**src/sv/hashed_message_dedup_cache_core_assert.svh**
```systemverilog
// Assertion macros shared by the dedup cache RTL.
// Both macros expect signals named clock and reset in the enclosing module.
`ifndef HASHED_MESSAGE_DEDUP_CACHE_CORE_ASSERT_SVH
`define HASHED_MESSAGE_DEDUP_CACHE_CORE_ASSERT_SVH

// Same-cycle implication, checked outside reset
`define HMDC_ASSERT_IMP(lbl, ante, cons, msg) \
   lbl: assert property (@(posedge clock) disable iff (reset) (ante) |-> (cons)) \
      else $error(msg);

// Next-cycle implication, checked outside reset
`define HMDC_ASSERT_NXT(lbl, ante, cons, msg) \
   lbl: assert property (@(posedge clock) disable iff (reset) (ante) |=> (cons)) \
      else $error(msg);

`endif

```
**src/sv/hmdc_pkg.sv**
```systemverilog
// ----------------------------------------------------------------------------
// hmdc_pkg
// Shared constants, codes and types for the hashed message dedup cache.
// ----------------------------------------------------------------------------
package hmdc_pkg;

   // FNV-1a 32-bit constants
   localparam logic [31:0] FNV_BASIS    = 32'd2166136261;
   localparam logic [31:0] FNV_PRIME    = 32'd16777619;

   // expiry register reset value in ms
   localparam logic [31:0] EXPIRY_RESET = 32'd60000;

   // default cache size
   localparam int CACHE_ENTRIES_DEF = 16;

   // one cache entry in RAM: {hash, timestamp}
   localparam int HASH_W  = 32;
   localparam int TIME_W  = 32;
   localparam int ENTRY_W = HASH_W + TIME_W;

   // result field widths
   localparam int SLOT_W  = 4;
   localparam int COUNT_W = 5;
   localparam logic [COUNT_W-1:0] COUNT_MAX = 5'd31;

   // input mode codes
   localparam logic MODE_BYTE  = 1'b0;
   localparam logic MODE_SWEEP = 1'b1;

   // result kind codes
   localparam logic KIND_VERDICT = 1'b0;
   localparam logic KIND_SWEEP   = 1'b1;

   typedef enum logic [1:0] {
      ST_IDLE,
      ST_SCAN,
      ST_FINISH
   } state_type;

   // one FNV-1a step: xor the byte in, multiply by the prime mod 2^32
   function automatic logic [31:0] fnv_step(input logic [31:0] h, input logic [7:0] b);
      logic [31:0] x;
      logic [31:0] p;
      x = h ^ {24'd0, b};
      p = x * FNV_PRIME;
      return p;
   endfunction

endpackage

```
**src/sv/hmdc_ram.sv**
```systemverilog
// ----------------------------------------------------------------------------
// hmdc_ram
// Generic single-write, single-read RAM with a registered read port.
// ----------------------------------------------------------------------------
module hmdc_ram #(
   parameter int WIDTH = 64,
   parameter int DEPTH = 16,
   localparam int ADDR_W = (DEPTH > 1) ? $clog2(DEPTH) : 1
) (
   input  logic              clock,
   input  logic              wr_en,
   input  logic [ADDR_W-1:0] wr_addr,
   input  logic [WIDTH-1:0]  wr_data,
   input  logic              rd_en,
   input  logic [ADDR_W-1:0] rd_addr,
   output logic [WIDTH-1:0]  rd_data
);

   logic [WIDTH-1:0] mem_ff [DEPTH];
   logic [WIDTH-1:0] rd_data_ff;

   // write port
   always_ff @(posedge clock) begin
      if (wr_en) begin
         mem_ff[wr_addr] <= wr_data;
      end
   end

   // registered read port
   always_ff @(posedge clock) begin
      if (rd_en) begin
         rd_data_ff <= mem_ff[rd_addr];
      end
   end

   assign rd_data = rd_data_ff;

endmodule

```
**src/sv/hashed_message_dedup_cache_core.sv**
```systemverilog
// Non-final message byte: taken with no result.
// Final byte or sweep: result valid after a scan of one RAM read per entry; the next item
//   is not taken until that result has been loaded into the result register.
// Reset (synchronous): all entries invalid at once, no clearing pass; hash back to the
//   offset basis; expiry_ms = 60000.
// ----------------------------------------------------------------------------
// hashed_message_dedup_cache_core
// FNV-1a message hashing with a small duplicate cache. Entries (hash, time)
// live in one RAM and are scanned one per cycle; valid bits are flip-flops.
// ----------------------------------------------------------------------------
module hashed_message_dedup_cache_core
   import hmdc_pkg::*;
#(
   parameter int CACHE_ENTRIES = CACHE_ENTRIES_DEF
) (
   input  logic                clock,
   input  logic                reset,
   // item input
   input  logic                req_valid,
   output logic                req_stall,
   input  logic                req_mode,
   input  logic [7:0]          req_data_byte,
   input  logic                req_last_byte,
   input  logic [TIME_W-1:0]   req_now_ms,
   // result output
   output logic                rsp_valid,
   input  logic                rsp_stall,
   output logic                rsp_result_kind,
   output logic                rsp_is_duplicate,
   output logic [HASH_W-1:0]   rsp_message_hash,
   output logic [SLOT_W-1:0]   rsp_stored_slot,
   output logic [COUNT_W-1:0]  rsp_expired_count,
   // configuration
   input  logic                csr_wr_en,
   input  logic [31:0]         csr_wr_data
);

   `include "hashed_message_dedup_cache_core_assert.svh"

   localparam int IDX_W = (CACHE_ENTRIES > 1) ? $clog2(CACHE_ENTRIES) : 1;
   localparam int CNT_W = $clog2(CACHE_ENTRIES + 1);
   localparam logic [CNT_W-1:0] CNT_LAST = CNT_W'(CACHE_ENTRIES);

   // control
   state_type            state_ff, state_in;
   logic [CNT_W-1:0]     cnt_ff, cnt_in;
   logic                 cmp_vld_ff, cmp_vld_in;
   logic [IDX_W-1:0]     cmp_idx_ff, cmp_idx_in;
   logic [CACHE_ENTRIES-1:0] valid_ff, valid_in;

   // per-item working registers
   logic [HASH_W-1:0]    run_hash_ff, run_hash_in;
   logic [HASH_W-1:0]    msg_hash_ff, msg_hash_in;
   logic [TIME_W-1:0]    now_ff, now_in;
   logic                 kind_ff, kind_in;
   logic                 hit_ff, hit_in;
   logic                 free_ff, free_in;
   logic [TIME_W-1:0]    oldest_ff, oldest_in;
   logic [IDX_W-1:0]     slot_ff, slot_in;
   logic [COUNT_W-1:0]   count_ff, count_in;
   logic [31:0]          expiry_ff;

   // result register
   logic                 rsp_valid_ff, rsp_valid_in;
   logic                 rsp_kind_ff, rsp_kind_in;
   logic                 rsp_dup_ff, rsp_dup_in;
   logic [HASH_W-1:0]    rsp_hash_ff, rsp_hash_in;
   logic [SLOT_W-1:0]    rsp_slot_ff, rsp_slot_in;
   logic [COUNT_W-1:0]   rsp_count_ff, rsp_count_in;

   // RAM ports
   logic                 ram_wr_en;
   logic [ENTRY_W-1:0]   ram_wr_data;
   logic                 ram_rd_en;
   logic [IDX_W-1:0]     ram_rd_addr;
   logic [ENTRY_W-1:0]   ram_rd_data;

   // helpers
   logic                 req_take;
   logic                 rsp_free;
   logic                 finish_go;
   logic [HASH_W-1:0]    byte_hash;
   logic [HASH_W-1:0]    ent_hash;
   logic [TIME_W-1:0]    ent_time;
   logic                 ent_valid;
   logic [TIME_W-1:0]    ent_age;
   logic [IDX_W+SLOT_W-1:0] slot_ext;

   assign req_take  = req_valid && !req_stall;
   assign rsp_free  = !rsp_valid_ff || !rsp_stall;
   assign finish_go = (state_ff == ST_FINISH) && rsp_free;
   assign byte_hash = fnv_step(run_hash_ff, req_data_byte);

   assign ent_hash  = ram_rd_data[ENTRY_W-1:TIME_W];
   assign ent_time  = ram_rd_data[TIME_W-1:0];
   assign ent_valid = valid_ff[cmp_idx_ff];
   assign ent_age   = now_ff - ent_time;
   assign slot_ext  = {{SLOT_W{1'b0}}, slot_ff};

   // entry store
   hmdc_ram #(
      .WIDTH (ENTRY_W),
      .DEPTH (CACHE_ENTRIES)
   ) u_entry_ram (
      .clock   (clock),
      .wr_en   (ram_wr_en),
      .wr_addr (slot_ff),
      .wr_data (ram_wr_data),
      .rd_en   (ram_rd_en),
      .rd_addr (ram_rd_addr),
      .rd_data (ram_rd_data)
   );

   // next state
   always_comb begin
      state_in = state_ff;
      unique case (state_ff)
         ST_IDLE: begin
            if (req_take && (req_mode == MODE_SWEEP || req_last_byte)) begin
               state_in = ST_SCAN;
            end
         end
         ST_SCAN: begin
            if (cnt_ff == CNT_LAST) begin
               state_in = ST_FINISH;
            end
         end
         ST_FINISH: begin
            if (rsp_free) begin
               state_in = ST_IDLE;
            end
         end
         default: state_in = ST_IDLE;
      endcase
   end

   // handshake and RAM controls
   always_comb begin
      req_stall   = (state_ff != ST_IDLE);
      ram_rd_en   = (state_ff == ST_SCAN) && (cnt_ff != CNT_LAST);
      ram_rd_addr = cnt_ff[IDX_W-1:0];
      ram_wr_en   = finish_go && (kind_ff == KIND_VERDICT) && !hit_ff;
      ram_wr_data = {msg_hash_ff, now_ff};
   end

   // datapath next values
   always_comb begin
      run_hash_in = run_hash_ff;
      msg_hash_in = msg_hash_ff;
      now_in      = now_ff;
      kind_in     = kind_ff;
      hit_in      = hit_ff;
      free_in     = free_ff;
      oldest_in   = oldest_ff;
      slot_in     = slot_ff;
      count_in    = count_ff;
      cnt_in      = cnt_ff;
      cmp_vld_in  = 1'b0;
      cmp_idx_in  = cmp_idx_ff;
      valid_in    = valid_ff;

      // item intake: fold bytes, start a scan on last byte or sweep
      if (req_take) begin
         now_in    = req_now_ms;
         hit_in    = 1'b0;
         free_in   = 1'b0;
         oldest_in = req_now_ms;
         slot_in   = '0;
         count_in  = '0;
         cnt_in    = '0;
         if (req_mode == MODE_SWEEP) begin
            kind_in = KIND_SWEEP;
         end else begin
            kind_in = KIND_VERDICT;
            if (req_last_byte) begin
               msg_hash_in = byte_hash;
               run_hash_in = FNV_BASIS;
            end else begin
               run_hash_in = byte_hash;
            end
         end
      end

      // scan: issue one read a cycle, compare the entry read last cycle
      if (state_ff == ST_SCAN) begin
         if (cnt_ff != CNT_LAST) begin
            cmp_vld_in = 1'b1;
            cmp_idx_in = cnt_ff[IDX_W-1:0];
            cnt_in     = cnt_ff + CNT_W'(1);
         end
         if (cmp_vld_ff) begin
            if (kind_ff == KIND_SWEEP) begin
               if (ent_valid && (ent_age > expiry_ff)) begin
                  valid_in[cmp_idx_ff] = 1'b0;
                  if (count_ff != COUNT_MAX) begin
                     count_in = count_ff + COUNT_W'(1);
                  end
               end
            end else begin
               if (ent_valid && (ent_hash == msg_hash_ff)) begin
                  hit_in = 1'b1;
               end
               // victim: first free slot, else oldest stamp below now
               if (!free_ff) begin
                  if (!ent_valid) begin
                     free_in = 1'b1;
                     slot_in = cmp_idx_ff;
                  end else if (ent_time < oldest_ff) begin
                     oldest_in = ent_time;
                     slot_in   = cmp_idx_ff;
                  end
               end
            end
         end
      end

      // miss: claim the chosen slot
      if (ram_wr_en) begin
         valid_in[slot_ff] = 1'b1;
      end
   end

   // result register
   always_comb begin
      rsp_valid_in = rsp_valid_ff && rsp_stall;
      rsp_kind_in  = rsp_kind_ff;
      rsp_dup_in   = rsp_dup_ff;
      rsp_hash_in  = rsp_hash_ff;
      rsp_slot_in  = rsp_slot_ff;
      rsp_count_in = rsp_count_ff;
      if (finish_go) begin
         rsp_valid_in = 1'b1;
         rsp_kind_in  = kind_ff;
         if (kind_ff == KIND_SWEEP) begin
            rsp_dup_in   = 1'b0;
            rsp_hash_in  = '0;
            rsp_slot_in  = '0;
            rsp_count_in = count_ff;
         end else begin
            rsp_dup_in   = hit_ff;
            rsp_hash_in  = msg_hash_ff;
            rsp_slot_in  = hit_ff ? '0 : slot_ext[SLOT_W-1:0];
            rsp_count_in = '0;
         end
      end
   end

   // control registers
   always_ff @(posedge clock) begin
      if (reset) begin
         state_ff     <= ST_IDLE;
         cmp_vld_ff   <= 1'b0;
         cnt_ff       <= '0;
         valid_ff     <= '0;
         run_hash_ff  <= FNV_BASIS;
         expiry_ff    <= EXPIRY_RESET;
         rsp_valid_ff <= 1'b0;
      end else begin
         state_ff     <= state_in;
         cmp_vld_ff   <= cmp_vld_in;
         cnt_ff       <= cnt_in;
         valid_ff     <= valid_in;
         run_hash_ff  <= run_hash_in;
         rsp_valid_ff <= rsp_valid_in;
         if (csr_wr_en) begin
            expiry_ff <= csr_wr_data;
         end
      end
   end

   // payload registers
   always_ff @(posedge clock) begin
      msg_hash_ff  <= msg_hash_in;
      now_ff       <= now_in;
      kind_ff      <= kind_in;
      hit_ff       <= hit_in;
      free_ff      <= free_in;
      oldest_ff    <= oldest_in;
      slot_ff      <= slot_in;
      count_ff     <= count_in;
      cmp_idx_ff   <= cmp_idx_in;
      rsp_kind_ff  <= rsp_kind_in;
      rsp_dup_ff   <= rsp_dup_in;
      rsp_hash_ff  <= rsp_hash_in;
      rsp_slot_ff  <= rsp_slot_in;
      rsp_count_ff <= rsp_count_in;
   end

   assign rsp_valid         = rsp_valid_ff;
   assign rsp_result_kind   = rsp_kind_ff;
   assign rsp_is_duplicate  = rsp_dup_ff;
   assign rsp_message_hash  = rsp_hash_ff;
   assign rsp_stored_slot   = rsp_slot_ff;
   assign rsp_expired_count = rsp_count_ff;

   // checks
   `HMDC_ASSERT_IMP(a_rsp_from_finish, $rose(rsp_valid_ff), $past(state_ff) == ST_FINISH,
      "result loaded outside the finish state")
   `HMDC_ASSERT_IMP(a_no_write_in_scan, ram_wr_en, !cmp_vld_ff && !ram_rd_en,
      "entry write overlaps a scan access")
   `HMDC_ASSERT_IMP(a_cmp_in_scan, cmp_vld_ff, state_ff == ST_SCAN,
      "entry compare outside the scan")
   `HMDC_ASSERT_NXT(a_scan_ends, (state_ff == ST_SCAN) && (cnt_ff == CNT_LAST),
      state_ff == ST_FINISH && !cmp_vld_ff, "scan did not hand over to finish")

endmodule

```
**config.mk**
```make
export PLATFORM = sky130hd
export DESIGN_NAME = hashed_message_dedup_cache_core
export DESIGN_NICKNAME = d
export VERILOG_FILES = /design/src/sv/hmdc_pkg.sv /design/src/sv/hmdc_ram.sv /design/src/sv/hashed_message_dedup_cache_core.sv
export VERILOG_INCLUDE_DIRS = /design/src /design/src/sv
export SDC_FILE = /design/constraint.sdc
export NUM_CORES = 2
export LEC_CHECK = 0
export ABC_CLOCK_PERIOD_IN_PS = 9950
export BUFFER_PORTS_ARGS = -buffer_cell sky130_fd_sc_hd__buf_2
export CAP_MARGIN = 30
export CORE_ASPECT_RATIO = 0.9
export CORE_MARGIN = 4
export CORE_UTILIZATION = 33
export CTS_BUF_LIST = sky130_fd_sc_hd__clkbuf_8
export DETAILED_ROUTE_END_ITERATION = 7
export SKIP_CTS_REPAIR_TIMING = 1
export SLEW_MARGIN = 0
export SYNTH_ARGS = -nofsm -noshare
export SYNTH_HDL_FRONTEND = slang
export SYNTH_SLANG_ARGS = --single-unit
```
**constraint.sdc**
```tcl
create_clock -name clock -period 9.95 [get_ports clock]
set_clock_uncertainty 0.15 [all_clocks]
set_input_delay 0.4975 -clock clock [delete_from_list [all_inputs] [get_ports clock]]
set_output_delay 0.4975 -clock clock [all_outputs]
set_load 0.02 [all_outputs]
```
==> impl_metrics.tcl <==
set metrics [dict create \
    max_cap_viol_count 0 \
    dr.pass1.iters 5 \
    p_clk_share_pct 23.1 \
    status "finished clean" \
    antenna_found_initial 4 \
    cts_buffers 200 \
    dieArea_mm2 0.183 \
    syn_nets 3790 \
    rsz0062_at_grt "false" \
    io_buffers 123 \
    critPathCaptureType "register" \
    via_count 31200 \
    wirelength_um 145000 \
    hp-class "in2reg" \
    fin_ws_ns 3.66 \
    ys_seq_elements 1332 \
    synthArstFlopShare_pct 0 \
    gr-total-overflow 0 \
    grt_max_degree 149 \
    chipWidth_um 451 \
    row_count 145 \
    h-tree-depth 4 \
    reg2reg_from "now_ff[0]$_DFFE_PP_" \
    clk_pin_slew_ns 0.07 \
    period_minus_slack_ns 6.29 \
    power_leakage_nw 23.3 \
    max_freq_mhz 159 \
    setup_violations 0 \
    cts_tree "built" \
    worst_pin_slew_ns 1.21 \
    syn_inst 3352 \
    cts_sinks 1332 \
    swShare_pct 36.1 \
    required_ns 10.56 \
    yosysSeqAreaShare_pct 66.4 \
    layout-drive-gt1-share_pct 21.6 \
    yosys_warnings 0 \
    synth-edff-count 1200 \
    cts_root_buf "clkbuf_8" \
    dpl_worst_slack_ns 3.57 \
    nNetsFinal 4133 \
    avgSynthCellArea_um2 17.4 \
    worstPathArrival_ns 6.89 \
    start_util_pct 33.4 \
    internal_power_mw 12.3 \
    finalMaxSlewViolations 0 \
    clkLatencyLatePin_ns 0.90 \
    cp-start-kind "register" \
    synthFlopType "edfxtp_1" \
    yosysUniqueCellTypes 72 \
    finalHoldViolCount 0 \
    place_congestion 0.813 \
    final_cell_mix "edfxtp_1 (1200), inv_1 (392), mux4_2 (325), ha_1 (284), clkbuf_8 (214)" \
    grt_pass1_vias 31800 \
    power_frac_seq_pct 38.1 \
    ios 124 \
    power_density_mw_per_mm2 287 \
    min_from "reset" \
    area_delta_synth_final_pct 14.8 \
    vdd_drop_max_uv 398 \
    switching_power_mw 6.92 \
    fillCellCount 16100 \
    crit_type "reg2reg" \
    postLayoutCoreUtil_pct 38.3 \
    cts_max_path_buffers 3 \
    final.period_utilization_pct 63.2 \
    final_common_cell "edfxtp_1" \
    drc 0 \
    drt_iter0_markers 2648 \
    timing.hold.ws_ns 0.0297 \
    grt_util_all_layers_pct 15.7 \
    dp_hpwl_um 86700 \
    avgRoutedWirePerCell_um 23.4 \
    slew_headroom_pct 19.6 \
    crit_fanout 17 \
    core_mm2 0.175 \
    p_comb_share_pct 38.8 \
    netlist_area_mm2 0.0582 \
    grt_pass1_wl_um 214000 \
    startpoint "now_ff[0]$_DFFE_PP_" \
    final.setup.tns_ns 0 \
    ant_nets 0 \
    viasPerCell 5.01 \
    fp.dieH_um 407 \
]
==> final cells by class <==
type | instances | area [µm²] | share of cell area [%]
Sequential cell | 1332 | 38700 | 57.9
Multi-Input combinational cell | 1566 | 18000 | 26.9
Clock buffer | 214 | 2950 | 4.40
Tap cell | 2352 | 2940 | 4.40
Timing Repair Buffer | 262 | 2070 | 3.09
Inverter | 333 | 1250 | 1.88
Clock inverter | 160 | 1010 | 1.51
Antenna cell | 2 | 5.00 | 0.00748
==> critical path, cell delays in order, from the launching register on <==
cell      delay [ns]
edfxtp_1        0.63
inv_1           0.14
ha_1            0.18
inv_1           0.06
fa_1            0.41
a211oi_1        0.28
o21ai_0         0.18
a21oi_2         0.24
o21ai_1         0.20
nor4b_2         0.23
nor4_1          0.45
o31ai_1         0.22
nand4_1         0.13
o311ai_1        0.10
ha_1            0.32
nand4_1         0.14
nor2_1          0.17
nand3_1         0.17
a21oi_1         0.16
o21a_1          0.14
o31a_1          0.36
nor2_1          0.18
nor4_1          0.73
a21oi_1         0.15
==> final timing paths <==
path | to | slack, ns | depth (start not counted)
setup / recovery | valid_ff[4]$_SDFF_PP0_ | 3.66 | 23
hold / removal | expiry_ff[17]$_SDFFE_PP0P_ | 0.03 | 3
setup reg to reg | valid_ff[4]$_SDFF_PP0_ | 3.66 | 23
hold reg to reg | free_ff$_DFF_P_ | 0.34 | 1
==> state kept, by name, summed over array words and instances (netlist names), 2 cells and up <==
| name | cells |
|---|---|
| now_ff | 32 |
| u_entry_ram.rd_data | 64 |
| rsp_stored_slot | 4 |
| valid_ff | 16 |
| cmp_idx_ff | 4 |
| count_ff | 5 |
| state_ff | 2 |
| run_hash_ff | 32 |
| u_entry_ram.mem_ff | 1024 |
| oldest_ff | 32 |
| rsp_expired_count | 5 |
| msg_hash_ff | 32 |
| expiry_ff | 32 |
| cnt_ff | 5 |
| rsp_message_hash | 32 |
| slot_ff | 4 |
==> per-stage QoR <==
| step | power, mW | instance area [µm²] | instances |
|---|---|---|---|
| 2_1_floorplan | 12.7 | 58200 | 3352 |
| 3_3_place_gp | 14.7 | 61900 | 5759 |
| 3_5_place_dp | 14.8 | 62100 | 5766 |
| 4_1_cts | 19.3 | 66000 | 6140 |
| 5_1_grt | 20.6 | 66900 | 6220 |
| 6_report | 19.2 | 66900 | 6221 |
==> power groups by stage <==
stage	combinational, mW	clock, mW	sequential, mW
global placement	7.33	0	7.42
CTS	7.41	4.56	7.32
finish	7.45	4.43	7.31
detailed placement	7.35	0	7.44
global route	8.43	4.83	7.36
floorplan	5.50	0	7.22
==> metal layers <==
metal	part of all wire [%]	vias to the layer above	global-route usage [%]	routed length, µm
li1	-	13700	-	-
met1	44	16300	22.4	64700
met2	48	1004	25.4	69400
met3	6.0	192	2.45	8740
met4	1.8	0	4.13	2580
met5	0	-	0	0
==> Yosys cell counts, drive strengths merged (44+ instances only) <==
cell | number | share of area (%)
edfxtp | 1200 | 62
nor2 | 131 | 0.84
inv | 333 | 2.1
mux4 | 325 | 13
xnor2 | 67 | 1.0
nand2 | 70 | 0.45
nor2b | 44 | 0.47
fa | 75 | 2.6
dfxtp | 132 | 4.5
o21ai | 66 | 0.57
clkbuf | 82 | 0.53
ha | 284 | 6.1
a21oi | 114 | 0.99
==> cells by family (layout without fill, tap and decap cells) <==
logic type               count (synthesis)  count (layout)  synth area share, %
AND/OR/NAND/NOR                        391             391                 3.28
other                                    0               2                    0
adder cells (fa/ha/maj)                359             359                 8.68
buffers and inverters                  454             969                 2.98
XOR/XNOR                               107             107                 1.61
AO/OA/AOI/OAI                          351             351                 3.91
flip-flops                            1332            1332                 66.4
multiplexers                           358             358                 13.1
Power figures use the tool's default switching activity.
